## src/design/ksem_ram.sv

```systemverilog
`timescale 1ns / 1ps
// ----------------------------------------------------------------------------
// ksem_ram: generic single-write, single-read RAM
// One write port and one read port with registered read data.
// ----------------------------------------------------------------------------
module ksem_ram #(
    parameter int WIDTH = 8,
    parameter int DEPTH = 16
) (
    input  logic                     clk,
    input  logic                     we,
    input  logic [$clog2(DEPTH)-1:0] waddr,
    input  logic [WIDTH-1:0]         wdata,
    input  logic                     re,
    input  logic [$clog2(DEPTH)-1:0] raddr,
    output logic [WIDTH-1:0]         rdata
);

    logic [WIDTH-1:0] mem [DEPTH];
    logic [WIDTH-1:0] rdata_reg;

    always_ff @(posedge clk)
    begin
        if (we)
        begin
            mem[waddr] <= wdata;
        end
        if (re)
        begin
            rdata_reg <= mem[raddr];
        end
    end

    assign rdata = rdata_reg;

endmodule

```

## config.mk

```make
export PLATFORM = sky130hd
export DESIGN_NAME = ksem_ram
export DESIGN_NICKNAME = d
export VERILOG_FILES = /design/src/design/ksem_ram.sv
export SDC_FILE = /design/constraint.sdc
export NUM_CORES = 1
export LEC_CHECK = 0
export BUFFER_PORTS_ARGS = -buffer_cell sky130_fd_sc_hd__buf_4
export CAP_MARGIN = 0
export CORE_MARGIN = 4
export CORE_UTILIZATION = 45
export CTS_CLUSTER_SIZE = 14
export DETAILED_ROUTE_END_ITERATION = 10
export SLEW_MARGIN = 30
export SYNTH_ARGS = -nofsm -noshare
export SYNTH_HDL_FRONTEND = slang
export SYNTH_SLANG_ARGS = --single-unit
```

## constraint.sdc

```tcl
create_clock -name clk -period 2.75 [get_ports clk]
set_input_delay 0.1375 -clock clk [delete_from_list [all_inputs] [get_ports clk]]
set_output_delay 0.1375 -clock clk [all_outputs]
set_load 0.02 [all_outputs]
```

After elaboration in Yosys (flattened, before gate mapping)
Memories as Yosys holds them, arrays and structs flattened. A register that Yosys moved wholly into a read port is not among the register bits.
Index checks and enable logic that the tools add are counted.
{"block": "classes", "reduce_logical": 0, "addsub": 0, "n_bitwise": 0, "n_mux": 2, "mul": 0, "magnitude_cmp": 0, "shift": 0, "eq_ne": 0, "n_div": 0}
{"cell": "$mux W1", "count": 2}
{"block": "totals", "register_bits": 0, "out_inout_bits": 8, "ramBits": 128, "wordCells": 3, "mem_count": 1, "input_bits": 19, "romBits": 0, "latchBits": 0}
{"memory": "mem", "words": 16, "word_bits": 8, "read_ports": 1, "rd_clocked_by_memory_dff": 1, "wr": 1, "line": "19", "text": "logic [WIDTH-1:0] mem [DEPTH];"}

Logic depth before layout (Yosys ltp)
{"block": "depth", "word_depth": 2, "mapped_depth": 5, "mapped_depth_nobuf": 3}

Worst setup path before layout
OpenSTA, ideal clock, no wires.
{"block": "synth_path", "path_kind": "in2reg", "start": "in waddr[2]", "end": "mem mem[0][0], enable pin", "setup_time_ns": 0.383, "path_buffers": 0, "arrival_time_ns": 1.247, "t_required_ns": 2.367, "cell_stages": 2, "setup_slack_ns": 1.120, "path_cell_list": "or3b_2 -> nor3_1"}
{"item": "start, declared", "line": "12", "text": "input logic [$clog2(DEPTH)-1:0] waddr,"}
{"item": "end, declared", "line": "19"}
No word-level cell before the write port.

==> flow_summary_export.csv <==
group,metric,value,unit
detailed_routing,drt_pre_antenna_iters,4,
detailed_routing,drc,0,
global_route,grt_pass1_wl,14770,um
detailed_routing,drt_iter0_markers,153,
place,place_area,5620,um^2
synth,synth_top_cell_by_area,"edfxtp_1",
detailed_routing,drt-wirelength-per-cell,22.61,um
clock_network,clock_sinks,136,
critical_path,regToRegStartpoint,"mem[1][1]$_DFFE_PP_",
layout,final_nets,297,
timing,hold_viol,0,
clock_network,cts_resized,0,
global_route,grt_use_total,0.1608,
synth,synth.avg_cell_area,22.83,um^2
power_and_ir_drop,leakage,2.044,nW
clock_network,cts-htree-levels,4,
power_and_ir_drop,switchingPower,862.7,uW
clock_network,post_cts_buffers,0,
synth,ys_seq_elements,136,
synth,synth_nets,248,
clock_network,cts_hold_buf,0,
detailed_routing,ant_nets,0,
synth,netlist_top_cells_area,"edfxtp_1, mux4_2, mux4_1",
timing,finalSetupViolCount,0,
synth,syn_inst,229,
detailed_routing,drt-vias-per-instance,5.528,
clock_network,cts_tree,"yes",
critical_path,critPathLaunchType,"flip-flop",
layout,area_growth,16.61,%
power_and_ir_drop,total_power,4.406,mW
job,max_cap_viol_count,0,
layout,antenna_cells_inserted,0,
timing,min_period_over_period,0.5411,
floorplan,rows,39,
power_and_ir_drop,intPower,3.544,mW
timing,max_freq,672.1,MHz
clock_network,cts.path.max_buffers,2,
global_route,antenna_found_initial,0,
timing,slew_headroom,0.4233,
floorplan,dieHeight,115.8,um
critical_path,required,2.90,ns
layout,stdcell_area,6096,um^2
floorplan,ioPinCount,27,
floorplan,placeableCoreArea,11420,um^2
clock_network,numCtsBuffers,17,
synth,seq_area_frac_synth,0.7812,
synth,ys_types,18,
global_route,grt.overflow.total,0,
min_path,hp-start,"wdata[5]",
layout,drive_gt1_frac,0.2857,
clock_network,clk_latency,0.41,ns
detailed_routing,num_vias,2377,
timing,worst_pin_slew,0.8619,ns
detailed_routing,wl,9723,um
timing,rsz0062_at_grt,"false",
power_and_ir_drop,power_density,722.8,nW/um^2
layout,largest_register_ff_count,128,
critical_path,crit_type,"flip-flop to flip-flop",
global_route,grt_max_degree,33,
critical_path,cp_data_arrival_time,1.64,ns
critical_path,startpoint,"mem[1][1]$_DFFE_PP_",
place,place_congestion,0.7098,
power_and_ir_drop,p_clk_frac,0.415,
min_path,hp-class,"input pin to flip-flop",
floorplan,die_w,115.8,um
place,port_buffers,26,
run_status,outcome,"finished, final reports clean",
place,dp.cells,402,
clock_network,root_buffer,"clkbuf_16",
power_and_ir_drop,ir_drop,408.6,uV
timing,layout_min_cycle_time,1.488,ns
synth,synth.cell_area,5228,um^2
power_and_ir_drop,pwr-share-comb,0.051,
critical_path,cp_max_fo,1,
timing,setup_tns,0,ns
clock_network,clk_pin_slew_worst_paths,0.05,ns
power_and_ir_drop,sw_frac_of_total,0.1958,
floorplan,start_util,0.4578,
place,dp_hpwl,5879,um
synth,ys_warn_count,0,
global_route,grt_pass1_vias,2412,
synth,synth_top_cell_area_share,0.7812,
critical_path,critPathCaptureType,"flip-flop",
timing,skew,0.008553,ns
floorplan,dieArea,13410,um^2
timing,drv_slew,0,
power_and_ir_drop,sequentialPowerShare,0.534,
layout,layoutNonFillerInstCount,430,
## final timing paths
path / to / slack, ns / depth (start not counted)
setup / recovery: rdata[1]$_DFFE_PP_ / 1.26 / 3
hold / removal: mem[14][5]$_DFFE_PP_ / 0.04 / 1
setup reg to reg: rdata[1]$_DFFE_PP_ / 1.26 / 3
hold reg to reg: rdata[0]$_DFFE_PP_ / 0.75 / 3
## cell type report
| cell class | count | area (um^2) |
|---|---|---|
| Multi-Input combinational cell | 83 | 1060 |
| Fill cell | 882 | 5323 |
| Clock buffer | 20 | 436.7 |
| Sequential cell | 136 | 4084 |
| Clock inverter | 8 | 36.28 |
| Tap cell | 143 | 178.9 |
| Timing Repair Buffer | 40 | 300.3 |
## synth_stat cells, drive strengths merged
master	count
buf	7
nor2b	1
nor2	13
or3b	1
mux4	32
a22oi	16
nand2	9
nand2b	2
nand3	1
and2	1
clkdlybuf4s25	3
nor3	4
nand3b	2
and2b	1
edfxtp	136
## power groups by stage
stage,Sequential (mW),Combinational (mW),Clock (mW)
after floorplan,2.40,0.118,0
after global placement,2.39,0.227,0
after detailed placement,2.39,0.230,0
after CTS,2.35,0.231,1.86
after global routing,2.35,0.244,1.96
final,2.35,0.225,1.83
## per-layer routing
metal,GRT usage,part of all wire,vias up,wire length (um)
met3,0.03499,0.044,12,432
met5,0,0,-,0
met4,0.07657,0.017,0,162
met1,0.2272,0.45,1226,4418
li1,-,-,1072,-
met2,0.2409,0.48,67,4710
## cell usage in the layout, fill, tap and decap left out, drive strengths merged
cell	instances
a22oi	16
and2	1
and2b	1
buf	40
clkbuf	20
clkinv	8
edfxtp	136
mux4	32
nand2	9
nand2b	2
nand3	1
nand3b	2
nor2	13
nor2b	1
nor3	4
or3b	1
## cell families after synthesis
logic type	count (synthesis)	share of synthesized area
flops	136	0.7812
simple gates	35	0.03136
mux	32	0.1479
compound gates	16	0.02298
buf+inv	10	0.01651
## per-stage QoR
step	utilization	worst slack (ns)	hold slack, ns
2_1_floorplan	-	1.120	0.2364
6_report	0.5339	1.262	0.03934
5_1_grt	0.5339	1.163	0.03967
4_1_cts	0.5336	1.213	0.03306
3_5_place_dp	0.4922	0.8033	0.4570
3_3_place_gp	0.4922	0.8170	0.4433
## worst max-delay path: stages (launching register included)
cell      delay [ns]
edfxtp_1        0.35
mux4_1          0.50
a22oi_1         0.29
nand2_1         0.08
Note: power is estimated with default switching activity, not from simulation.
