File: config.mk
export PLATFORM = sky130hd
export DESIGN_NAME = ksem_cmp
export DESIGN_NICKNAME = d
export VERILOG_FILES = /design/src/design/ksem_pkg.sv /design/src/design/ksem_cmp.sv
export SDC_FILE = /design/constraint.sdc
export NUM_CORES = 1
export LEC_CHECK = 0
export BUFFER_PORTS_ARGS = -buffer_cell sky130_fd_sc_hd__buf_2
export CORE_MARGIN = 4
export CORE_UTILIZATION = 51
export DETAILED_ROUTE_END_ITERATION = 8
export PLACE_DENSITY = 0.93
export RECOVER_POWER = 50
export SYNTH_ARGS = -nofsm -noshare
export SYNTH_HDL_FRONTEND = slang
export SYNTH_SLANG_ARGS = --single-unit
File: constraint.sdc
create_clock -name clk -period 11.9 [get_ports clk]
set_input_delay 2.38 -clock clk [delete_from_list [all_inputs] [get_ports clk]]
set_output_delay 2.38 -clock clk [all_outputs]
set_load 0.005 [all_outputs]
File: src/design/ksem_pkg.sv
`timescale 1ns / 1ps
// ----------------------------------------------------------------------------
// ksem_pkg: shared types and constants of the sorted event merge
// Field widths, operation and status codes, sequencer states and the
// control structs passed between the merge submodules.
// ----------------------------------------------------------------------------
package ksem_pkg;

    localparam int STREAMS_DEF = 4;
    localparam int DEPTH_DEF   = 16;

    localparam int TIME_W   = 32;
    localparam int TARGET_W = 32;
    localparam int WEIGHT_W = 32;
    localparam int STRM_W   = 2;
    localparam int STATUS_W = 2;

    localparam logic FUNC_PUSH = 1'b0;
    localparam logic FUNC_POP  = 1'b1;

    typedef enum logic [STATUS_W-1:0] {
        ST_OK    = 2'd0,
        ST_FULL  = 2'd1,
        ST_EMPTY = 2'd2
    } status_t;

    typedef enum logic [2:0] {
        S_IDLE,
        S_PUSH,
        S_SCAN,
        S_LAST,
        S_COMMIT
    } state_t;

    typedef struct packed {
        logic [TIME_W-1:0]   ev_time;
        logic [TARGET_W-1:0] ev_target;
        logic [WEIGHT_W-1:0] ev_weight;
    } entry_t;

    localparam int ENTRY_W = $bits(entry_t);

    // queue table commands
    typedef struct packed {
        logic push;
        logic pop;
    } qctl_t;

    // queue table status of the selected stream
    typedef struct packed {
        logic empty;
        logic full;
    } qstat_t;

    // true when event a orders strictly before event b
    function automatic logic ev_less(input entry_t a, input entry_t b);
        logic lt;
        if (a.ev_time != b.ev_time)
        begin
            lt = a.ev_time < b.ev_time;
        end
        else
        begin
            lt = a.ev_target < b.ev_target;
        end
        return lt;
    endfunction

endpackage

File: src/design/ksem_cmp.sv
`timescale 1ns / 1ps
// ----------------------------------------------------------------------------
// ksem_cmp: shared head comparator
// Takes one stream head per cycle and keeps the least event seen so far.
// ----------------------------------------------------------------------------
module ksem_cmp
    import ksem_pkg::*;
#(
    parameter int STREAMS = STREAMS_DEF
) (
    input  logic                       clk,
    input  logic                       rst_n,
    input  logic                       clear,
    input  logic                       cand_vld,
    input  logic [$clog2(STREAMS)-1:0] cand_idx,
    input  entry_t                     cand,
    output logic                       found,
    output logic [$clog2(STREAMS)-1:0] best_idx,
    output entry_t                     best
);

    localparam int SIDX_W = $clog2(STREAMS);

    logic              found_reg;
    logic [SIDX_W-1:0] best_idx_reg;
    entry_t            best_reg;
    logic              take;

    // strict less keeps the lower stream on a full tie, as heads arrive in order
    assign take = cand_vld && (!found_reg || ev_less(cand, best_reg));

    always_ff @(posedge clk or negedge rst_n)
    begin
        if (!rst_n)
        begin
            found_reg <= 1'b0;
        end
        else if (clear)
        begin
            found_reg <= 1'b0;
        end
        else if (take)
        begin
            found_reg <= 1'b1;
        end
    end

    always_ff @(posedge clk)
    begin
        if (take)
        begin
            best_idx_reg <= cand_idx;
            best_reg     <= cand;
        end
    end

    assign found    = found_reg;
    assign best_idx = best_idx_reg;
    assign best     = best_reg;

endmodule

# Word-level counts from Yosys, hierarchy flattened
# Cells that the tools add are included.
# word_totals
regBits,99
inputBits,102
output_inout_bits,99
elab_cells,15
# classes
order_cmp,2
eq_ne,1
mux,3
n_reduce_logical,4
# ops
operator,n
$lt 32x32->1,2
$ne 32x32->1,1
$mux 1,3
$reduce_bool 2->1,1
$logic_and 1x1->1,1
$logic_not 1->1,1
$logic_or 1x1->1,1

# Logic depth before layout (Yosys ltp)
# Gate-level depths: netlist of the first run.
# logic_depth
ltp_word,6
ltp_mapped,8
ltp_nobuf,8

# Worst setup path before layout of the first run
# No wires, ideal clock.
# synth_timing
kind,input to register
from,in cand[95] (netlist bit)
to,"reg best_reg, in the netlist best[0], enable pin"
setup_time_ns,0.491
t_arrival_ns,6.542
required_ns,11.409
setup_slack_ns,4.867
stages,6
n_path_buf,0
path_cell_list,ha_1 -> nand4_2 -> nor4_2 -> nand3_1 -> or4_1 -> o221ai_2
# synth_via
elab_chain_len,4
elab_cells_between_ends,5
classes_between,order compare: 1; eq/ne: 1; mux: 1; reduce/logical: 2
# synth_lines
element,line_no,rtl
from (decl),ksem_cmp.sv:16,"input entry_t cand,"
$lt 32x32->1 / $ne 32x32->1 (equally long branches),"ksem_pkg.sv:60, ksem_pkg.sv:58",
$mux 1 *,ksem_pkg.sv:58,if (a.ev_time != b.ev_time)
$logic_or 1x1->1 *,ksem_cmp.sv:30,"assign take = cand_vld && (!found_reg || ev_less(cand, best_reg));"
$logic_and 1x1->1 *,ksem_cmp.sv:30,
via take,ksem_cmp.sv:27,logic take;
to (signal assigned),ksem_cmp.sv:53,best_reg <= cand;
to (decl),ksem_cmp.sv:26,entry_t best_reg;
# The timed path passes the listed nets; every way through them passes the cells marked *.
# A chain may end at the register's enable or synchronous reset.

# Worst setup path after layout of the first run
# layout_timing
from,in cand[75] (netlist bit)
to,"reg best_reg, in the netlist best[85], enable pin"
# Same word-level chain as after synthesis.

==> results.ini, run 1 <==
[layout]
drive_gt1_share_pct = 24.9
fill_cells = 705
final_common_cell = buf_2
finalCoreUtilization_pct = 66.7
largest_reg_flops = 96
insertedDiodeCount = 0
multi_input_area_um2 = 1390
regArea_um2 = 2970
final_nets = 706
area_delta_synth_final_pct = 27.1
layout_common_cells = 114 x buf_2, 98 x edfxtp_1, 87 x clkbuf_1

[placed_design]
dp_hpwl_um = 8770
io_buffers = 200
routabilityCongestion = 0.824

[route]
via_count = 3396
drc = 0
drtPass1Iterations = 4
drt-total-wl_um = 10900
wl_per_cell_um = 16.6
drtIter0Drc = 116
ant_nets = 0
vias_per_cell = 5.19

[synthesis]
async_reset_ff_share_pct = 1.01
synth_edf_count = 98
syn_inst = 329
synth.net_count = 494
syn_area_um2 = 4600
postSynthAreaPerCell_um2 = 14.0
ys.flop_type = edfxtp_1
yosysSeqAreaShare_pct = 64.5
yosysUniqueCellTypes = 33
ys_ff_latch = 99
synth_warnings = 0

[power_and_ir_drop]
irDropWorstVdd_mv = 0.0854
power_density_nw_per_um2 = 136
leakagePower_nw = 2.66

[timing]
rsz0062_at_grt = false
slew_viol_final = 0
fin_skew_ps = 17.3
min_period_over_period_pct = 49.3
hold_viol_final = 0
fmax_mhz = 170
worst_slew_pin_slew_ps = 1130
whs_ps = 609
finalSetupViolCount = 0
fin_crit_ps = 5870
setup_tns_ps = 0
max_slew_margin_pct = 24.4

[clocking]
cts_buffers = 9
holdBufCountCts = 0
cts_setup_buffers = 0
clk_pin_slew_ps = 100
clk_path_buf_depth = 2
worst_skew_pair.late_latency_ps = 350
cts_tree = done
cts.htree.levels = 3
root_buffer = clkbuf_8
cts.sinks = 99
cts_resized = 0

[grt]
grt_use_total_pct = 19.6
grt_pass1_vias = 3447
grt_pass1_wl_um = 16200
antenna_found_initial = 0
gr-total-overflow = 0
grt_max_degree = 67

[floorplan]
die_area_um2 = 10600
num_io_pins = 201
die_height_um = 103
coreArea_um2 = 8760
dieWidth_um = 103
start_util_pct = 52.5
row_count = 34

[setup_path]
worstPathRequired_ps = 11880
worst_ep_arrival_time_ps = 5850
crit_fanout = 66
critPathCaptureType = flop
critical_path_class = input pin to flop
start_kind = input pin

[status]
status = completed

[flow_run]
cap_violations = 0

[worst_hold_path]
min_path_type = flop to flop

## layer usage
| metal | GRT usage, % | wire length, um | up-vias |
|---|---|---|---|
| li1 | - | - | 1629 |
| met1 | 23.5 | 4220 | 1591 |
| met3 | 4.74 | 1010 | 16 |
| met2 | 34.6 | 5470 | 160 |
| met4 | 6.57 | 162 | 0 |
| met5 | 0 | 0 | - |
## cell families after synthesis
group	after synthesis	synth area share, %
compound gates	48	6.47
buf+inv	67	5.46
fa+ha+maj	63	17.1
flops	99	64.5
simple gates	52	6.44
## cells in the mapped netlist, types with 2 or more instances
cell / instances / area share [%]
nand4_1: 5 / 0.68
nand4_2: 3 / 0.82
a221oi_1: 2 / 0.38
and4_1: 4 / 0.76
edfxtp_1: 98 / 64
nand3_1: 8 / 0.87
ha_1: 63 / 17
a21oi_1: 22 / 2.4
or4_1: 2 / 0.33
a2111oi_0: 2 / 0.38
a21o_1: 4 / 0.65
inv_1: 66 / 5.4
nor2_1: 7 / 0.57
o21ai_0: 9 / 0.98
nor4_1: 2 / 0.27
nand2_1: 15 / 1.2
## path summary, 6_finish.rpt
kind	endpoint	slack [ps]	from	depth (start not counted)
worst max register to register	best[85]	7730	best[75]	9
worst min-delay path	found	610	found	2
max in group asynchronous	found	10040	rst_n	1
min in group asynchronous	found	1780	rst_n	1
worst max-delay path	best[85]	6030	cand[75]	9
worst min register to register	found	610	found	2
## layout make-up
class | count | area share, %
clock inverters | 6 | 1.24
multi-input cells | 163 | 23.8
flip-flops and latches | 99 | 50.7
well taps | 108 | 2.31
repair buffers | 201 | 15.4
inverters | 67 | 4.30
clock buffers | 10 | 2.18
## critical path, cell delays in order
cell and delay, ps:
clkbuf_1 100, ha_1 310, and4_1 230, nand2_1 60, nor3_1 260, nand3_1 200
or4_1 590, o221ai_4 880, buf_4 810
## metrics by stage
step | cell area (um2) | power, mW | worst slack [ps] | std cells
after global routing | 5850 | 0.840 | 5790 | 654
after CTS | 5960 | 0.809 | 6000 | 654
after floorplan | 4600 | 0.518 | 4870 | 329
after global placement | 5760 | 0.581 | 5730 | 638
after detailed placement | 5760 | 0.590 | 5630 | 638
final | 5850 | 0.797 | 6030 | 654
## where the power goes
| part | internal [mW] | leakage [nW] | switching (mW) |
|---|---|---|---|
| clock | 0.0997 | 0.0910 | 0.121 |
| sequential | 0.426 | 0.976 | 0.0142 |
| combinational | 0.0576 | 1.59 | 0.0785 |
Note: power is estimated with default switching activity, not from simulation.
==> run 2, diff against run 1 <==
ABC_AREA = 1   (was unset)
CORE_UTILIZATION = 43   (was 51)
PLACE_DENSITY = 0.84   (was 0.93)
clock period = 4.7 ns   (was 11.9 ns; I/O delays follow)
==> run 2 against run 1 <==
Clock power is 140% higher. Clock skew shrank 5.0 ps. Global-route usage shrank 2.4 points. Sequential power is 140% higher. Design area up 3.2%. Cell count grew 14%. Setup slack worse by 4500 ps. Die area rose by 20%. Critical path type unchanged. Largest power group unchanged. Highest routed layer unchanged.
==> results.ini, run 2 <==
[status]
status = completed

[synthesis]
yosysSeqAreaShare_pct = 62.7  ; -1.8 points
synth_common_cells = 98 x edfxtp_1, 83 x inv_1, 66 x nand2_1
ys.flop_type = edfxtp_1
yosysUniqueCellTypes = 23  ; -30%
synth_warnings = 0  ; unchanged
syn_area_um2 = 4740  ; +2.9%
synth_top_area_share_pct = 62.1  ; -1.8 points
ys_ff_latch = 99  ; unchanged
synth_area_leaders = edfxtp_1 62%, ha_1 17%, inv_1 6.6%
synth.net_count = 552  ; +12%
syn_inst = 387  ; +18%
postSynthAreaPerCell_um2 = 12.2  ; -13%
yosysTopAreaCell = edfxtp_1
yosys.cell_count.top_type = edfxtp_1
synth_edf_count = 98  ; unchanged
async_reset_ff_share_pct = 1.01  ; unchanged

[setup_path]
rrSetupSlack_ps = 1810  ; -5920 ps
cp_top_family = simple AND/OR/NAND/NOR gates
r2r_cells = 11  ; +2
cp_slowest_cell = a21oi_4
cp_common_cell = nand2_1
worstPathRequired_ps = 4730  ; -7150 ps
crit_fanout = 28  ; -58%
critical_path_class = input pin to flop
crit_buf_inv = 2  ; unchanged
critical-path-max-stage-delay_ps = 510  ; -370 ps
critPathCaptureType = flop
rr_endpoint = best[58]
r2r-start = best[95]
worst_ep_arrival_time_ps = 3200  ; -2650 ps
path_cells = clkbuf_1 > ha_1 > nand2_1 > nor2_2 > nand2_2 > nor2_4 > nand4_1 > nor2_1 > nand2_1 > a21oi_4 > buf_4
start_kind = input pin

[grt]
gr-total-overflow = 0  ; unchanged
grt_max_degree = 39  ; -42%
grt_pass1_vias = 3775  ; +9.5%
grt_use_total_pct = 17.2  ; -2.4 points
antenna_found_initial = 0  ; unchanged
grt_pass1_wl_um = 17500  ; +8.2%

[power_and_ir_drop]
leakagePower_nw = 2.85  ; +7.5%
irDropWorstVdd_mv = 0.170  ; +99%
p_total_mw = 1.88  ; +140%
power_density_nw_per_um2 = 312  ; +130%

[placed_design]
dpl-instance-area_um2 = 5950  ; +3.4%
routabilityCongestion = 0.814  ; -1.2%
dp_slack_ps = 1100  ; -4540 ps
io_buffers = 200  ; unchanged
dp_hpwl_um = 9170  ; +4.6%

[timing]
finalSetupViolCount = 0  ; unchanged
fin_ws_ps = 1520  ; -4500 ps
rsz0062_at_grt = false
min_period_over_period_pct = 67.6
fin_crit_ps = 3180
hold_viol_final = 0  ; unchanged
setup_tns_ps = 0  ; unchanged
fmax_mhz = 315
slew_viol_final = 0  ; unchanged
worst_slew_pin_slew_ps = 572  ; -561 ps
max_slew_margin_pct = 61.8  ; +37 points
fin_skew_ps = 12.3  ; -4.99 ps

[layout]
drive_gt1_share_pct = 24.4  ; -0.49 points
regArea_um2 = 2970  ; unchanged
fill_cells = 962  ; +36%
layout_common_cells = 116 x buf_2, 98 x edfxtp_1, 84 x clkbuf_1
insertedDiodeCount = 0  ; unchanged
largest_reg_flops = 96  ; unchanged
final_nets = 766  ; +8.5%
final_common_cell = buf_2
stdcell_area_um2 = 6040  ; +3.2%
multi_input_area_um2 = 1460  ; +5.0%
area_delta_synth_final_pct = 27.5

[route]
via_count = 3500  ; +3.1%
drtPass1Iterations = 4  ; unchanged
drt-total-wl_um = 11000  ; +1.7%
vias_per_cell = 4.69  ; -9.6%
ant_nets = 0  ; unchanged
drtIter0Drc = 147  ; +27%
wl_per_cell_um = 14.8  ; -11%
drc = 0  ; unchanged

[floorplan]
coreArea_um2 = 10800  ; +23%
die_height_um = 113  ; +9.7%
start_util_pct = 43.9  ; -8.6 points
dieWidth_um = 113  ; +9.7%
row_count = 38  ; +12%
die_area_um2 = 12800  ; +20%
num_io_pins = 201  ; unchanged

[flow_run]
cap_violations = 0  ; unchanged

[clocking]
cts.sinks = 99  ; unchanged
cts.htree.levels = 3  ; unchanged
worst_skew_pair.late_latency_ps = 370  ; +20 ps
cts_buffers = 9  ; unchanged
clk_pin_slew_ps = 100  ; about the same
root_buffer = clkbuf_8
holdBufCountCts = 0  ; unchanged
cts_resized = 0  ; unchanged
cts_tree = done
cts_setup_buffers = 0  ; unchanged
clk_path_buf_depth = 2  ; unchanged

[worst_hold_path]
min_path_type = input pin to asynchronous set/reset pin

## run 2: cell types whose count changed in the layout (fill, tap and decap cells not counted), moves of 4 or more
| cell | change |
|---|---|
| nand2_2 | +5 |
| nand3_1 | -5 |
| and4_1 | -4 |
| inv_1 | +17 |
| nand2_1 | +51 |
| nor2_1 | +6 |
| a21oi_1 | +6 |
| o21ai_0 | -4 |
## run 2: where the power goes
group / internal (mW) / switching, mW / total (mW)
combinational: 0.124 / 0.166 / 0.290
clock: 0.207 / 0.321 / 0.528
sequential: 1.04 / 0.0244 / 1.07
## run 2: logic make-up after synthesis
| family | Yosys count | synth area share (%) |
|---|---|---|
| flops | 99 | 62.7 |
| buf+inv | 83 | 6.58 |
| compound gates | 41 | 4.76 |
| fa+ha+maj | 63 | 16.6 |
| simple gates | 101 | 9.35 |
## run 2: metrics by stage
stage	hold WS, ps	util [%]	std cells
6_report	333	55.9	746
4_1_cts	304	56.9	746
3_3_place_gp	559	55.2	730
5_1_grt	298	55.9	746
2_1_floorplan	541	-	387
3_5_place_dp	577	55.2	730
## run 2: worst max path at each step
stage                   from  slack, ps  cells past startpoint        to
finish              cand[87]       1520                     11  best[58]
global route        cand[95]       1270                     11  best[60]
CTS                 cand[95]       1480                     11  best[56]
detailed placement  cand[95]       1100                     11  best[52]
global placement    cand[95]       1140                     11  best[52]
floorplan           cand[95]        790                      9   best[0]
## run 2: routing by layer
| metal | global-route usage, % | part of all wire (%) | vias up |
|---|---|---|---|
| met5 | 0 | 0 | - |
| met4 | 4.65 | 1.3 | 0 |
| met3 | 4.65 | 7.2 | 12 |
| met2 | 31.1 | 51 | 127 |
| met1 | 20.1 | 40 | 1625 |
| li1 | - | - | 1736 |
## run 2: cell type report
class,count,area share [%]
flip-flops and latches,99,49.2
well taps,140,2.90
repair buffers,203,15.4
multi-input cells,205,24.2
clock inverters,7,1.06
clock buffers,9,2.05
inverters,83,5.16
## run 2: worst register-to-register path, cell delays in order, from the launching register on
cell,delay (ps)
edfxtp_1,360
inv_1,50
ha_1,300
nand2_2,80
nor2_4,120
nand2_2,80
nor2_4,140
nand4_1,180
nor2_1,140
nand2_1,110
a21oi_4,510
buf_4,460
==> run 3, diff against run 2 <==
ABC_AREA = 0   (was 1)
CORE_UTILIZATION = 48   (was 43)
PLACE_DENSITY = 0.89   (was 0.84)
clock period = 3.3 ns   (was 4.7 ns; I/O delays follow)
==> run 3 against run 2 <==
Sequential cell count stayed put. Sequential power is 48% higher. Hold slack worse by 280 ps. Critical endpoint is now best[67]. Core utilization is 10 points higher. Clock-buffer cell count stayed put. Largest cell class unchanged.
==> results.ini, run 3 (synthesis results as in run 1) <==
[timing]
min_period_over_period_pct = 85.8
slew_viol_final = 0  ; unchanged
max_slew_margin_pct = 69.5  ; +7.7 points
fin_crit_ps = 2830
hold_viol_final = 0  ; unchanged
rsz0062_at_grt = false
worst_slew_pin_slew_ps = 446  ; -126 ps
finalSetupViolCount = 0  ; unchanged
setup_tns_ps = 0  ; unchanged
fmax_mhz = 353
fin_skew_ps = 16.4  ; +4.08 ps

[setup_path]
cp_top_family = simple AND/OR/NAND/NOR gates
cp_slowest_cell = or4_4
critPathLaunch = cand[75]
crit_fanout = 38  ; +36%
rr_endpoint = best[67]
critical-path-max-stage-delay_ps = 520  ; about the same
rrSetupSlack_ps = 470  ; -1340 ps
worstPathRequired_ps = 3340  ; -1390 ps
critPathCaptureType = flop
worst_ep_arrival_time_ps = 2870  ; -330 ps
r2r-start = best[75]
r2r_cells = 9  ; -2
start_kind = input pin
crit_buf_inv = 2  ; unchanged
crit_end = best[67]
path_cells = clkbuf_1 > ha_1 > and4_1 > nand2_1 > nor3_2 > nand3_1 > or4_4 > o221ai_4 > buf_12
crit_cells = 9  ; -2
critical_path_class = input pin to flop

[grt]
grt_pass1_wl_um = 17600  ; +0.43%
grt_max_degree = 39  ; unchanged
grt_use_total_pct = 19.9  ; +2.7 points
gr-total-overflow = 0  ; unchanged
grt_pass1_vias = 3638  ; -3.6%
antenna_found_initial = 0  ; unchanged

[route]
drt-total-wl_um = 11200  ; +1.7%
ant_nets = 0  ; unchanged
via_count = 3380  ; -3.4%
drtPass1Iterations = 4  ; unchanged
wl_per_cell_um = 16.5  ; +12%
drc = 0  ; unchanged
drtIter0Drc = 135  ; -8.2%
vias_per_cell = 4.99  ; +6.3%

[layout]
largest_reg_flops = 96  ; unchanged
layout_common_cells = 109 x buf_2, 98 x edfxtp_1, 91 x clkbuf_1
final_common_cell = buf_2
area_delta_synth_final_pct = 33.2
insertedDiodeCount = 0  ; unchanged
final_nets = 709  ; -7.4%
stdcell_area_um2 = 6130  ; +1.5%
drive_gt1_share_pct = 27.9  ; +3.4 points

[floorplan]
die_height_um = 106  ; -6.2%
dieWidth_um = 106  ; -6.2%
row_count = 35  ; -7.9%
die_area_um2 = 11200  ; -12%
start_util_pct = 49.6  ; +5.7 points
coreArea_um2 = 9280  ; -14%
num_io_pins = 201  ; unchanged

[clocking]
cts.sinks = 99  ; unchanged
clk_path_buf_depth = 2  ; unchanged
cts_tree = done
cts_buffers = 9  ; unchanged
cts_resized = 0  ; unchanged
holdBufCountCts = 0  ; unchanged
clk_pin_slew_ps = 110  ; about the same
root_buffer = clkbuf_8
cts.htree.levels = 3  ; unchanged
cts_setup_buffers = 0  ; unchanged
worst_skew_pair.late_latency_ps = 350  ; -20 ps

[placed_design]
dp_hpwl_um = 9120  ; -0.57%
io_buffers = 200  ; unchanged
routabilityCongestion = 0.797  ; -2.1%
dpl-instance-area_um2 = 6070  ; +1.9%

[power_and_ir_drop]
power_density_nw_per_um2 = 465  ; +49%
p_total_mw = 2.85  ; +51%
irDropWorstVdd_mv = 0.249  ; +46%
leakagePower_nw = 2.67  ; -6.5%

[flow_run]
cap_violations = 0  ; unchanged

[worst_hold_path]
min_path_type = input pin to asynchronous set/reset pin

[status]
status = completed

## run 3: how the worst min path moves through the flow
stage | endpoint | cells past startpoint | from
floorplan | found | 0 | rst_n
global placement | found | 1 | rst_n
detailed placement | found | 1 | rst_n
CTS | found | 1 | rst_n
global route | found | 1 | rst_n
finish | found | 1 | rst_n
## run 3: through the flow
step	utilization [%]	setup WS [ps]	hold slack, ps	cells
after floorplan	-	-773	364	329
after global placement	65.4	226	436	662
after detailed placement	65.4	141	438	662
after CTS	67.3	492	39.2	678
after global routing	66.0	361	25.9	678
final	66.0	468	58.2	678
## run 3: where the power goes
part	internal (mW)	leakage (nW)	switching [mW]	total, mW
Sequential	1.53	0.976	0.0515	1.58
Clock	0.280	0.0852	0.434	0.714
Combinational	0.247	1.61	0.306	0.553
Total	2.06	2.67	0.792	2.85
## run 3: area by class of cell
| cell class | count | area (um2) |
|---|---|---|
| fillers | 747 | 3150 |
| flip-flops and latches | 99 | 2970 |
| multi-input cells | 163 | 1620 |
| repair buffers | 204 | 955 |
| inverters | 67 | 251 |
| well taps | 129 | 161 |
| clock buffers | 9 | 124 |
| clock inverters | 7 | 52.6 |
## run 3: routing by layer
metal  share of wire, %  GRT usage [%]
met5                  0              0
met1                 40           22.7
met4                1.9           6.66
met2                 51           36.3
met3                6.6           4.92
