## src/design/ksem_pkg.sv

```systemverilog
`timescale 1ns / 1ps
// ----------------------------------------------------------------------------
// ksem_pkg: shared types and constants of the sorted event merge
// Field widths, operation and status codes, sequencer states and the
// control structs passed between the merge submodules.
// ----------------------------------------------------------------------------
package ksem_pkg;

    localparam int STREAMS_DEF = 4;
    localparam int DEPTH_DEF   = 16;

    localparam int TIME_W   = 32;
    localparam int TARGET_W = 32;
    localparam int WEIGHT_W = 32;
    localparam int STRM_W   = 2;
    localparam int STATUS_W = 2;

    localparam logic FUNC_PUSH = 1'b0;
    localparam logic FUNC_POP  = 1'b1;

    typedef enum logic [STATUS_W-1:0] {
        ST_OK    = 2'd0,
        ST_FULL  = 2'd1,
        ST_EMPTY = 2'd2
    } status_t;

    typedef enum logic [2:0] {
        S_IDLE,
        S_PUSH,
        S_SCAN,
        S_LAST,
        S_COMMIT
    } state_t;

    typedef struct packed {
        logic [TIME_W-1:0]   ev_time;
        logic [TARGET_W-1:0] ev_target;
        logic [WEIGHT_W-1:0] ev_weight;
    } entry_t;

    localparam int ENTRY_W = $bits(entry_t);

    // queue table commands
    typedef struct packed {
        logic push;
        logic pop;
    } qctl_t;

    // queue table status of the selected stream
    typedef struct packed {
        logic empty;
        logic full;
    } qstat_t;

    // true when event a orders strictly before event b
    function automatic logic ev_less(input entry_t a, input entry_t b);
        logic lt;
        if (a.ev_time != b.ev_time)
        begin
            lt = a.ev_time < b.ev_time;
        end
        else
        begin
            lt = a.ev_target < b.ev_target;
        end
        return lt;
    endfunction

endpackage

```

## src/design/ksem_qtab.sv

```systemverilog
`timescale 1ns / 1ps
// ----------------------------------------------------------------------------
// ksem_qtab: per-stream FIFO bookkeeping
// Holds read pointer and fill count of each stream and turns the selected
// stream's head and tail positions into event store addresses.
// ----------------------------------------------------------------------------
module ksem_qtab
    import ksem_pkg::*;
#(
    parameter int STREAMS = STREAMS_DEF,
    parameter int DEPTH   = DEPTH_DEF
) (
    input  logic                               clk,
    input  logic                               rst_n,
    input  logic [$clog2(STREAMS)-1:0]         idx,
    input  qctl_t                              ctl,
    output qstat_t                             stat,
    output logic [$clog2(STREAMS*DEPTH)-1:0]   head_addr,
    output logic [$clog2(STREAMS*DEPTH)-1:0]   tail_addr
);

    localparam int PTR_W  = $clog2(DEPTH);
    localparam int CNT_W  = $clog2(DEPTH + 1);
    localparam int SUM_W  = CNT_W + 1;
    localparam int ADDR_W = $clog2(STREAMS * DEPTH);

    logic [PTR_W-1:0] rp_reg [STREAMS];
    logic [CNT_W-1:0] fc_reg [STREAMS];

    logic [PTR_W-1:0]  head_pos;
    logic [CNT_W-1:0]  fill;
    logic [SUM_W-1:0]  tail_sum;
    logic [PTR_W-1:0]  tail_pos;
    logic [ADDR_W-1:0] base;
    logic [PTR_W-1:0]  head_adv;

    assign head_pos = rp_reg[idx];
    assign fill     = fc_reg[idx];
    assign tail_sum = SUM_W'(head_pos) + SUM_W'(fill);

    // wrap the tail modulo the FIFO depth
    always_comb
    begin
        if (tail_sum >= SUM_W'(DEPTH))
        begin
            tail_pos = PTR_W'(tail_sum - SUM_W'(DEPTH));
        end
        else
        begin
            tail_pos = PTR_W'(tail_sum);
        end
    end

    assign head_adv  = (head_pos == PTR_W'(DEPTH - 1)) ? '0 : head_pos + 1'b1;
    assign base      = ADDR_W'(idx) * ADDR_W'(DEPTH);
    assign head_addr = base + ADDR_W'(head_pos);
    assign tail_addr = base + ADDR_W'(tail_pos);

    assign stat.empty = (fill == '0);
    assign stat.full  = (fill >= CNT_W'(DEPTH));

    always_ff @(posedge clk or negedge rst_n)
    begin
        if (!rst_n)
        begin
            for (int i = 0; i < STREAMS; i++)
            begin
                rp_reg[i] <= '0;
                fc_reg[i] <= '0;
            end
        end
        else if (ctl.push)
        begin
            fc_reg[idx] <= fill + 1'b1;
        end
        else if (ctl.pop)
        begin
            rp_reg[idx] <= head_adv;
            fc_reg[idx] <= fill - 1'b1;
        end
    end

endmodule

```

## config.mk

```make
export PLATFORM = sky130hd
export DESIGN_NAME = ksem_qtab
export DESIGN_NICKNAME = d
export VERILOG_FILES = /design/src/design/ksem_pkg.sv /design/src/design/ksem_qtab.sv
export SDC_FILE = /design/constraint.sdc
export NUM_CORES = 1
export LEC_CHECK = 0
export ABC_CLOCK_PERIOD_IN_PS = 6500
export BUFFER_PORTS_ARGS = -buffer_cell sky130_fd_sc_hd__buf_2
export CAP_MARGIN = 5
export CORE_MARGIN = 10
export CORE_UTILIZATION = 34
export DETAILED_ROUTE_END_ITERATION = 12
export SLEW_MARGIN = 25
export SYNTH_ARGS = -nofsm -noshare
export SYNTH_HDL_FRONTEND = slang
export SYNTH_SLANG_ARGS = --single-unit
```

## constraint.sdc

```tcl
create_clock -name clk -period 6.5 [get_ports clk]
set_input_delay 0.975 -clock clk [delete_from_list [all_inputs] [get_ports clk]]
set_output_delay 0.975 -clock clk [all_outputs]
set_load 0.01 [all_outputs]
```

* Word-level counts from Yosys, hierarchy flattened
Cells that the tools add are included.
** Operators by class
- Reductions and logical operators :: 4
- $add $sub $neg :: 7
- Shift-type cells :: 0
- Eq/ne operators :: 1
- Divide/modulo/power cells :: 0
- Bitwise logic cells :: 2
- Multiply operators :: 0
- Mux-type cells :: 17
- $lt $le $gt $ge :: 4
** Operator list (number)
- bitwise mux 20 bit :: 2
- 2-to-1 mux 20 bit :: 2
- 2-to-1 mux 4 bit :: 5
- bitwise mux 16 bit :: 1
- 2-to-1 mux 5 bit :: 3
- adder 6 x 4 -> 6 bit :: 2
- binary-select mux 5 bit (select 2 bit) :: 1
- demux 5 bit (select 2 bit) :: 1
- binary-select mux 4 bit (select 2 bit) :: 1
- demux 4 bit (select 2 bit) :: 1
- adder 4 x 5 -> 6 bit :: 1
- >= comparator 6 x 5 -> 1 bit, second input constant :: 1
- adder 5 x 1 -> 5 bit, second input constant :: 1
- >= comparator 5 bit, second input constant :: 1
- zero test 5 bit :: 1
- subtractor 5 x 1 -> 5 bit, second input constant :: 1
- adder 4 x 1 -> 4 bit, second input constant :: 1
- == test 4 bit, second input constant :: 1
- subtractor 4 x 1 -> 4 bit, second input constant :: 1
- >= comparator 3 bit, second input constant :: 1
- less-than comparator 3 x 1 -> 1 bit, second input constant :: 1
- inverter 2 -> 3 bit :: 1
- AND reduction 2 bit :: 1
- nonzero test 2 bit :: 1
- other kinds (2) :: 2
** Storage, ports and cells
- Word-level logic and storage cells :: 43
- Input port bits :: 6
- Memories :: 0
- Bits in latches :: 0
- Memory bits (writable) :: 0
- Output and inout port bits :: 14
- Register bits after elaboration :: 36
- Memory bits (read-only) :: 0

* Longest topological paths before layout
Gate-level depths: netlist (run 1).
- Depth in word-level cells :: 8
- Depth in mapped cells :: 8
- Mapped depth without buffers :: 7

* Least setup slack after synthesis (run 1)
OpenSTA, ideal clock, no wires.
- Path kind :: in2out
- Start point :: in idx[1]
- End point :: out tail_addr[3]
- Required time :: 5.525 ns
- Slack :: 2.627 ns
- Data arrival time :: 2.898 ns
- Path buffers :: 2
- Stages :: 8
- Path through :: clkbuf_1 clkbuf_1 mux4_2 ha_1 a21o_1 a21oi_1 xor2_1 xnor2_1
** Between the ends
- Longest elaborated chain between the ends :: 8
- Elaborated cells on any way between the ends :: 12
- Those cells by class :: 3 x add/sub; 1 x order compare; 7 x mux; 1 x bitwise
** Ends and longest elaborated chain
- from (decl) :: line ksem_qtab.sv:15 : input logic [$clog2(STREAMS)-1:0] idx,
- inverter 2 -> 3 bit (not written as such) * :: line ksem_qtab.sv:37, ksem_qtab.sv:38
- binary-select mux 4 bit (select 2 bit) or binary-select mux 5 bit (select 2 bit) (tied branches) :: line ksem_qtab.sv:37, ksem_qtab.sv:38
- 2-to-1 mux 4 bit (not written as such) or 2-to-1 mux 5 bit (tied branches) (2 in a row) :: line ksem_qtab.sv:37, ksem_qtab.sv:38
- adder 4 x 5 -> 6 bit * :: line ksem_qtab.sv:39 : assign tail_sum = SUM_W'(head_pos) + SUM_W'(fill);
- >= comparator 6 x 5 -> 1 bit or subtractor 4 x 1 -> 4 bit (tied branches) :: line ksem_qtab.sv:44, ksem_qtab.sv:46
- 2-to-1 mux 4 bit * :: line ksem_qtab.sv:44 : if (tail_sum >= SUM_W'(DEPTH))
- adder 6 x 4 -> 6 bit * :: line ksem_qtab.sv:57 : assign tail_addr = base + ADDR_W'(tail_pos);
- to (decl) :: line ksem_qtab.sv:19 : output logic [$clog2(STREAMS*DEPTH)-1:0] tail_addr
Every way passes the cells marked *; elsewhere a longest branch is shown, timed or not. The select of a mux whose other input is x is not followed.

* Final worst setup path (run 1)
- Start point :: in idx[0]
- End point :: out tail_addr[3]
The elaborated chain is that of the path after synthesis.

==> results of run 1 <==
[worst register-to-register path, delay by kind of cell, from the launching register on]
family	cells	cell delay, ns
buf+inv	1	0.12
flops	1	0.39
compound gates	1	0.34
mux	1	0.57
fa+ha+maj	1	0.17
simple gates	2	0.65
[stage by stage]
| step | hold slack, ns | util (%) |
|---|---|---|
| 2_1_floorplan | 0.440 | - |
| 3_3_place_gp | 0.456 | 36.2 |
| 3_5_place_dp | 0.458 | 36.2 |
| 4_1_cts | 0.473 | 37.5 |
| 5_1_grt | 0.504 | 37.5 |
| 6_report | 0.470 | 37.5 |
[layout make-up]
class / count / area (um2) / share of cell area (%)
multi-input cells: 137 / 1030 / 46.6
inverters: 3 / 11.3 / 0.510
repair buffers: 19 / 95.1 / 4.31
flip-flops and latches: 36 / 901 / 40.8
well taps: 75 / 93.8 / 4.25
clock buffers: 6 / 72.6 / 3.29
clock inverters: 1 / 5.00 / 0.227
[worst min-delay path by stage]
stage | slack (ns) | startpoint | cells past startpoint | end
2_1_floorplan | 0.44 | fc_reg[7] | 2 | fc_reg[7]
3_3_place_gp | 0.46 | fc_reg[7] | 2 | fc_reg[7]
3_5_place_dp | 0.46 | fc_reg[7] | 2 | fc_reg[7]
4_1_cts | 0.47 | fc_reg[7] | 2 | fc_reg[7]
5_1_grt | 0.50 | fc_reg[7] | 2 | fc_reg[7]
6_report | 0.47 | fc_reg[7] | 2 | fc_reg[7]
[placed cells by master (no fill, tap or decap), types with 2 or more instances in the layout]
cell type and n:
dfrtp_1 36, nand2_1 32, buf_2 19, nor2_1 12, nand4_1 10, o21ai_0 10, a211o_1 8, nand3_1 8
mux2_2 8, mux4_2 7, a21oi_1 7, ha_1 7, clkbuf_8 5, or2_2 4, inv_1 3, xor2_1 3
xnor2_1 3, nand2b_1 3, mux4_1 2, nor3_1 2
[power by group]
| part | internal [uW] | switching [uW] |
|---|---|---|
| Sequential | 326 | 52.8 |
| Combinational | 216 | 280 |
| Clock | 72.9 | 77.4 |
[cells by family (layout without fill, tap and decap cells)]
| logic type | after synthesis | count (layout) | synth area share [%] |
|---|---|---|---|
| muxes | 18 | 18 | 15.2 |
| AOI/OAI and AO/OA | 28 | 28 | 9.01 |
| adders and majority gates | 8 | 8 | 5.27 |
| DFF | 36 | 36 | 44.1 |
| buffers and inverters | 21 | 29 | 5.46 |
| xor gates and xnor gates | 6 | 6 | 2.58 |
| and+or+nand+nor | 77 | 77 | 18.3 |
[per-layer routing]
metal / global-route usage (%) / wire length [um] / up-vias / share of wire [%]
li1: - / - / 706 / -
met1: 12.5 / 2070 / 734 / 46
met2: 14.2 / 2130 / 33 / 47
met3: 2.77 / 229 / 7 / 5.1
met4: 3.69 / 55 / 0 / 1.2
met5: 0 / 0 / - / 0
==> metrics.txt, run 1 <==
asr flop ratio synth=100%; clk_skew=0.0120 ns; Synth Cell Area=0.00204 mm2; DRT Pass-1 Iters=4; Cell Chain, Critical Path=buf_2, mux4_2, ha_1, a21o_1, a21oi_1, xor2_1, xnor2_1, buf_2; vias in the first global route=1449; final WL=4.49 mm; Area growth syn-to-layout=8.15%; Filler Cells Inserted=589; syn avg cell area=10.5 um2; worst-path maximum fanout=17; unrepaired setup endpoints after global routing=no; clock-pin slew on the worst setup and hold paths=0.06 ns; Hold WC Path Type=reg2reg; Starting Density=34.7%; DR vias/cell=5.34; Final HPWL DP=3.26 mm; R2R Path End=fc_reg[9]; Top FF cell, synth=dfrtp_1; largest net degree at the start of global routing=37; Tcrit/Tclk final=62.8%; fin nets=216; Buf/Inv on CP=2; worst skew pair latency=0.29 ns; relative max-transition margin=47.3%; CTS H-tree lvls=2; Critical Path Most Common Cell=buf_2; post-place setup slack=2.40 ns; core area=0.00589 mm2; cell with the most instances after synthesis=dfrtp_1; DR vias=1480; clk sinks=36; chip height=97.5 um; number of cells on the worst reg-to-reg path=6; Post-synth EDFFs=0; die width=97.5 um; Peak VDD IR=0.212 mV; arrival time at the worst endpoint=3.11 ns; status=finished clean; share of cells above drive strength 1=22.8%; total of max-cap violations=0; top cells by count, synth=dfrtp_1, nand2_1, nor2_1; first-pass GRT wire length=7.47 mm; Final setup viols=0; top area cells in the synthesized netlist=dfrtp_1, mux4_2, nand2_1; initial antenna violation count=0; Post-CTS Hold Fix Bufs=0; PortBufs=19; CP Launch Type=input pin; placed cells=270; CP Capture Type=primary output; reg-to-reg critical path startpoint=fc_reg[1]; post-cts sizing count=0; DP Area=0.00213 mm2; CTS Buf Count=5; Remaining Overflow, GRT=0; R2R setup slack=4.20 ns; Seq/Total Area, Yosys=44.1%; final instance count without filler cells=277; total power draw=1030 uW; syn_nets=208; WP depth=8; crit-path leading delay family=multiplexers; CP Class=in2out; PnR worst setup slack=2.42 ns; Power Density=465 mW/mm2; # IOs=20; GRT Util Overall=9.48%; fmax=245 MHz; Critical Path RT=5.52 ns; DRC Markers=0; Yosys warnings=0; setup tns final=0 ns; Yosys top cell by area=dfrtp_1; Post-Synthesis Cells=194; setup bufs post-CTS=0; flops & latches, synth=36; Pleak=0.000981 uW; Longest Clk Path Bufs=2; Critical Path Start=idx[0]; die area=0.00950 mm2; Placer Congestion=0.793; DRT antenna net count=0; # rows=28; Yosys top cell area share=44.1%; Yosys cell types=33; slowest CP cell=mux4_2; diode count=0; worst slew pin tran=0.790 ns; design area=0.00221 mm2; Slew Viols, Final=0; wire length per cell=16.2 um; Final min period=4.08 ns; DRT iter0 DRCs=47; Fin. Hold Viols=0; CP peak stage delay=0.65 ns; crit path capture=tail_addr[3]; root buf cell=clkbuf_8; CTS tree=yes
Note: power is estimated with default switching activity, not from simulation.
==> inputs of run 2 (changes only) <==
- ABC_CLOCK_PERIOD_IN_PS: 6500 -> 3400
- clock period: 6.5 -> 3.4 ns (I/O delays scaled with it)
==> run 2 against run 1 <==
Against the previous run:
- clock skew shrank 0.0060 ns
- largest cell class unchanged
- die area did not move
- first-iteration DRC count is 4.3% higher
- largest power group unchanged
- register-to-register slack worse by 3.2 ns
- critical path type unchanged
==> metrics.txt, run 2 (same netlist as run 1, synthesis figures left out) <==
first-pass GRT wire length=7.91 mm (+6.0%); Starting Density=34.7% (unchanged); fmax=320 MHz; die width=97.5 um (unchanged); # IOs=20 (unchanged); PortBufs=19 (unchanged); GRT Util Overall=10.3% (+0.85 points); post-place setup slack=0.234 ns (-2.17 ns); clock-pin slew on the worst setup and hold paths=0.07 ns (about the same); DRT iter0 DRCs=49 (+4.3%); DRC Markers=0 (unchanged); CP Class=in2out; clk sinks=36 (unchanged); crit-path leading delay family=multiplexers; Slew Viols, Final=0 (unchanged); DRT Pass-1 Iters=4 (unchanged); wire length per cell=16.9 um (+4.5%); Tcrit/Tclk final=92.0%; WP depth=8 (unchanged); Remaining Overflow, GRT=0 (unchanged); worst skew pair latency=0.29 ns (about the same); arrival time at the worst endpoint=2.62 ns (-0.49 ns); CTS Buf Count=5 (unchanged); initial antenna violation count=0 (unchanged); final WL=4.74 mm (+5.6%); die area=0.00950 mm2 (unchanged); total of max-cap violations=0 (unchanged); Final HPWL DP=3.45 mm (+5.7%); Critical Path Start=idx[0]; Reg area=901 um2 (unchanged); CTS H-tree lvls=2 (unchanged); worst-path maximum fanout=17 (unchanged); Final Core Density=38.0% (+0.47 points); core area=0.00589 mm2 (unchanged); setup tns final=0 ns (unchanged); CP peak stage delay=0.64 ns (about the same); Hold WC Path Type=in2async; Fin. Hold Viols=0 (unchanged); number of cells on the worst reg-to-reg path=7 (+1); Cell Chain, Critical Path=buf_2, mux4_2, ha_1, a21o_1, a21oi_1, xor2_1, xnor2_1, buf_2; DRT antenna net count=0 (unchanged); Final setup viols=0 (unchanged); DR vias/cell=5.34 (-0.14%); post-cts sizing count=0 (unchanged); vias in the first global route=1494 (+3.1%); chip height=97.5 um (unchanged); fin nets=218 (+0.93%); root buf cell=clkbuf_8; unrepaired setup endpoints after global routing=no; Placer Congestion=0.823 (+3.7%); setup bufs post-CTS=0 (unchanged); DR vias=1494 (+0.95%); slowest CP cell=mux4_2; Buf/Inv on CP=2 (unchanged); Peak VDD IR=0.371 mV (+75%); Final min period=3.13 ns; multi-input logic area=0.00103 mm2 (unchanged); Longest Clk Path Bufs=2 (unchanged); Filler Cells Inserted=604 (+2.5%); share of cells above drive strength 1=23.4% (+0.64 points); Power Density=896 mW/mm2 (+93%); worst slew pin tran=0.816 ns (+0.0256 ns); Pleak=0.000996 uW (+1.5%); CP Launch Type=input pin; diode count=0 (unchanged); Critical Path RT=2.89 ns (-2.63 ns); status=finished clean; PnR worst setup slack=0.272 ns (-2.15 ns); relative max-transition margin=45.6% (-1.7 points); most frequent cells in the layout=dfrtp_1, nand2_1, buf_2; largest net degree at the start of global routing=37 (unchanged); CTS tree=yes; Critical Path Most Common Cell=buf_2; CP Capture Type=primary output; clk_skew=0.00606 ns (-0.00596 ns); # rows=28 (unchanged); Area growth syn-to-layout=9.50%; commonest non-fill, non-tap cell in the layout=dfrtp_1; Post-CTS Hold Fix Bufs=0 (unchanged)
[run 2: changes by cell type in the layout (fill, tap and decap cells not counted)]
cell / before / now
buf_4: 0 / 2
clkbuf_1: 1 / 2
clkbuf_8: 5 / 6
clkinv_2: 1 / 0
[run 2: path summary, 6_finish.rpt]
| kind | slack (ns) | to |
|---|---|---|
| max | 0.27 | tail_addr[3] |
| min | 0.31 | rp_reg[12] |
| max reg2reg | 1.03 | fc_reg[19] |
| min reg2reg | 0.48 | fc_reg[17] |
| max in group asynchronous | 2.57 | fc_reg[17] |
| min in group clk | 0.48 | fc_reg[17] |
[run 2: through the flow]
step | hold slack [ns] | total power, uW | cells | cell area [um2]
2_1_floorplan | 0.214 | 1400 | 194 | 2040
3_3_place_gp | 0.455 | 1690 | 272 | 2140
3_5_place_dp | 0.467 | 1710 | 272 | 2140
4_1_cts | 0.334 | 2030 | 280 | 2230
5_1_grt | 0.363 | 2190 | 280 | 2230
6_report | 0.312 | 2000 | 280 | 2230
[run 2: routing by layer]
| metal | GRT usage [%] | vias up | wire length, um | part of all wire [%] |
|---|---|---|---|---|
| met5 | 0 | - | 0 | 0 |
| met4 | 3.80 | 0 | 55 | 1.2 |
| met3 | 4.13 | 4 | 255 | 5.4 |
| met2 | 15.5 | 33 | 2240 | 47 |
| met1 | 13.0 | 747 | 2190 | 46 |
| li1 | - | 710 | - | - |
[run 2: cell type report]
class	instances	share of cell area, %
Clock buffer	8	4.03
Timing Repair Buffer	21	4.93
Tap cell	75	4.20
Inverter	3	0.504
Multi-Input combinational cell	137	46.0
Sequential cell	36	40.3
[run 2: report_power, final]
part	leakage, uW	switching (uW)	internal, uW
clock	0.0000455	148	165
sequential	0.000436	103	624
combinational	0.000514	538	425
total	0.000996	788	1210
==> inputs of run 3 (changes only) <==
--- a/constraint.sdc
+++ b/constraint.sdc
@@ -3,2 +3,2 @@
 set_output_delay 0.51 -clock clk [all_outputs]
-set_load 0.01 [all_outputs]
+set_load 0.1 [all_outputs]
==> run 3 against run 2 <==
Against the previous run:
- global-route usage barely moved
- first-iteration DRC count increased by 100%
- worst setup slack worse by 0.041 ns
- final cell count is 1.4% higher
- critical path depth unchanged
- die area unchanged
- routed wire length is 1.3% higher
- design area up 8.7%
- core utilization is 3.3 points higher
==> metrics.txt, run 3 (same netlist as run 1, synthesis figures left out) <==
Final min period=3.17 ns (+0.0411 ns); share of cells above drive strength 1=29.2% (+5.8 points); met3 usage=2.35% (-1.8 points); Placer Congestion=0.776 (-5.7%); initial antenna violation count=0 (unchanged); commonest non-fill, non-tap cell in the layout=dfrtp_1; unrepaired setup endpoints after global routing=no; first-pass GRT wire length=8.04 mm (+1.6%); DRC Markers=0 (unchanged); most frequent cells in the layout=dfrtp_1, nand2_1, buf_2; clock-pin slew on the worst setup and hold paths=0.07 ns (about the same); wire length per cell=16.9 um (-0.14%); chip height=97.5 um (unchanged); GRT Util Overall=10.3% (-0.021 points); worst skew pair latency=0.29 ns (about the same); multi-input logic area=0.00113 mm2 (+10%); # IOs=20 (unchanged); die width=97.5 um (unchanged); Tcrit/Tclk final=93.2% (+1.2 points); Fin. Hold Viols=0 (unchanged); setup bufs post-CTS=0 (unchanged); DR vias/cell=5.44 (+1.9%); Filler Cells Inserted=593 (-1.8%); fmax=316 MHz (-1.3%); worst-path maximum fanout=14 (-3); vias in the first global route=1531 (+2.5%); Starting Density=34.7% (unchanged); clk sinks=36 (unchanged); largest net degree at the start of global routing=37 (unchanged); total of max-cap violations=0 (unchanged); die area=0.00950 mm2 (unchanged); worst slew pin tran=0.801 ns (-0.0147 ns); arrival time at the worst endpoint=2.66 ns (+0.04 ns); Area growth syn-to-layout=19.0%; Hold WC Path Type=in2async; Post-CTS Hold Fix Bufs=0 (unchanged); DRT Pass-1 Iters=4 (unchanged); CTS tree=yes; clk_skew=0.00561 ns (-0.000449 ns); diode count=0 (unchanged); Slew Viols, Final=0 (unchanged); DR vias=1544 (+3.3%); Reg area=901 um2 (unchanged); CTS Buf Count=5 (unchanged); PortBufs=19 (unchanged); Critical Path RT=2.89 ns (about the same); relative max-transition margin=46.6% (+0.98 points); CP Capture Type=primary output; Final HPWL DP=3.52 mm (+2.0%); DRT antenna net count=0 (unchanged); DRT iter0 DRCs=100 (+100%); Final setup viols=0 (unchanged); Longest Clk Path Bufs=2 (unchanged); post-cts sizing count=0 (unchanged); # rows=28 (unchanged); CP Class=in2out; grt met1 use=13.2% (+0.19 points); met2 usage=16.1% (+0.61 points); fin nets=222 (+1.8%); GRT Max-Usage Layer=met2; final WL=4.80 mm (+1.3%); core area=0.00589 mm2 (unchanged); Remaining Overflow, GRT=0 (unchanged); root buf cell=clkbuf_8; status=finished clean; CP Launch Type=input pin; hold slack=0.303 ns (-0.00905 ns); CTS H-tree lvls=2 (unchanged)
## run 3: changes by cell type in the layout (fill, tap and decap cells not counted), moves of 2 or more
cell | previous run | this run
buf_4 | 2 | 6
buf_12 | 0 | 4
ha_1 | 7 | 4
ha_4 | 0 | 3
buf_2 | 19 | 15
xor2_1 | 3 | 1
## run 3: area by class of cell
class / instances / area share (%)
Multi-Input combinational cell: 137 / 46.6
Timing Repair Buffer: 25 / 8.24
Tap cell: 75 / 3.86
Clock buffer: 8 / 3.71
Inverter: 3 / 0.464
Sequential cell: 36 / 37.1
## run 3: final timing paths
path	slack, ns	endpoint	startpoint	depth (start not counted)
max	0.23	tail_addr[3]	idx[0]	8
min reg2reg	0.48	fc_reg[7]	fc_reg[7]	2
max in group asynchronous	2.58	asynchronous set/reset pin	rst_n	1
min in group clk	0.48	fc_reg[7]	fc_reg[7]	2
max reg2reg	0.97	fc_reg[4]	fc_reg[1]	7
min	0.30	fc_reg[4]	rst_n	1
## run 3: through the flow
stage          worst slack [ns]  TNS (ns)  area [um2]  utilization [%]  instances
3_3_place_gp              0.263         0        2340             39.7        276
4_1_cts                   0.201         0        2430             41.3        284
2_1_floorplan           -0.0539   -0.0828        2160                -        194
5_1_grt                   0.109         0        2430             41.3        284
3_5_place_dp              0.203         0        2340             39.7        276
6_report                  0.231         0        2430             41.3        284
## run 3: critical path, cell delays in order
cell	delay, ns
buf_2	0.31
mux4_2	0.66
ha_4	0.21
a21o_1	0.18
a21oi_2	0.16
xor2_2	0.26
xnor2_4	0.16
buf_12	0.19
## run 3: routing by layer
layer / up-vias / share of wire [%] / wire, um
met3: 4 / 5.7 / 275
li1: 720 / - / -
met2: 48 / 48 / 2290
met5: - / 0 / 0
met4: 0 / 1.6 / 76
met1: 772 / 45 / 2160
Power of run 3 is left out: the tool's default activity adds up to more than one toggle a clock period on the data nets, which glitch-free logic cannot reach.
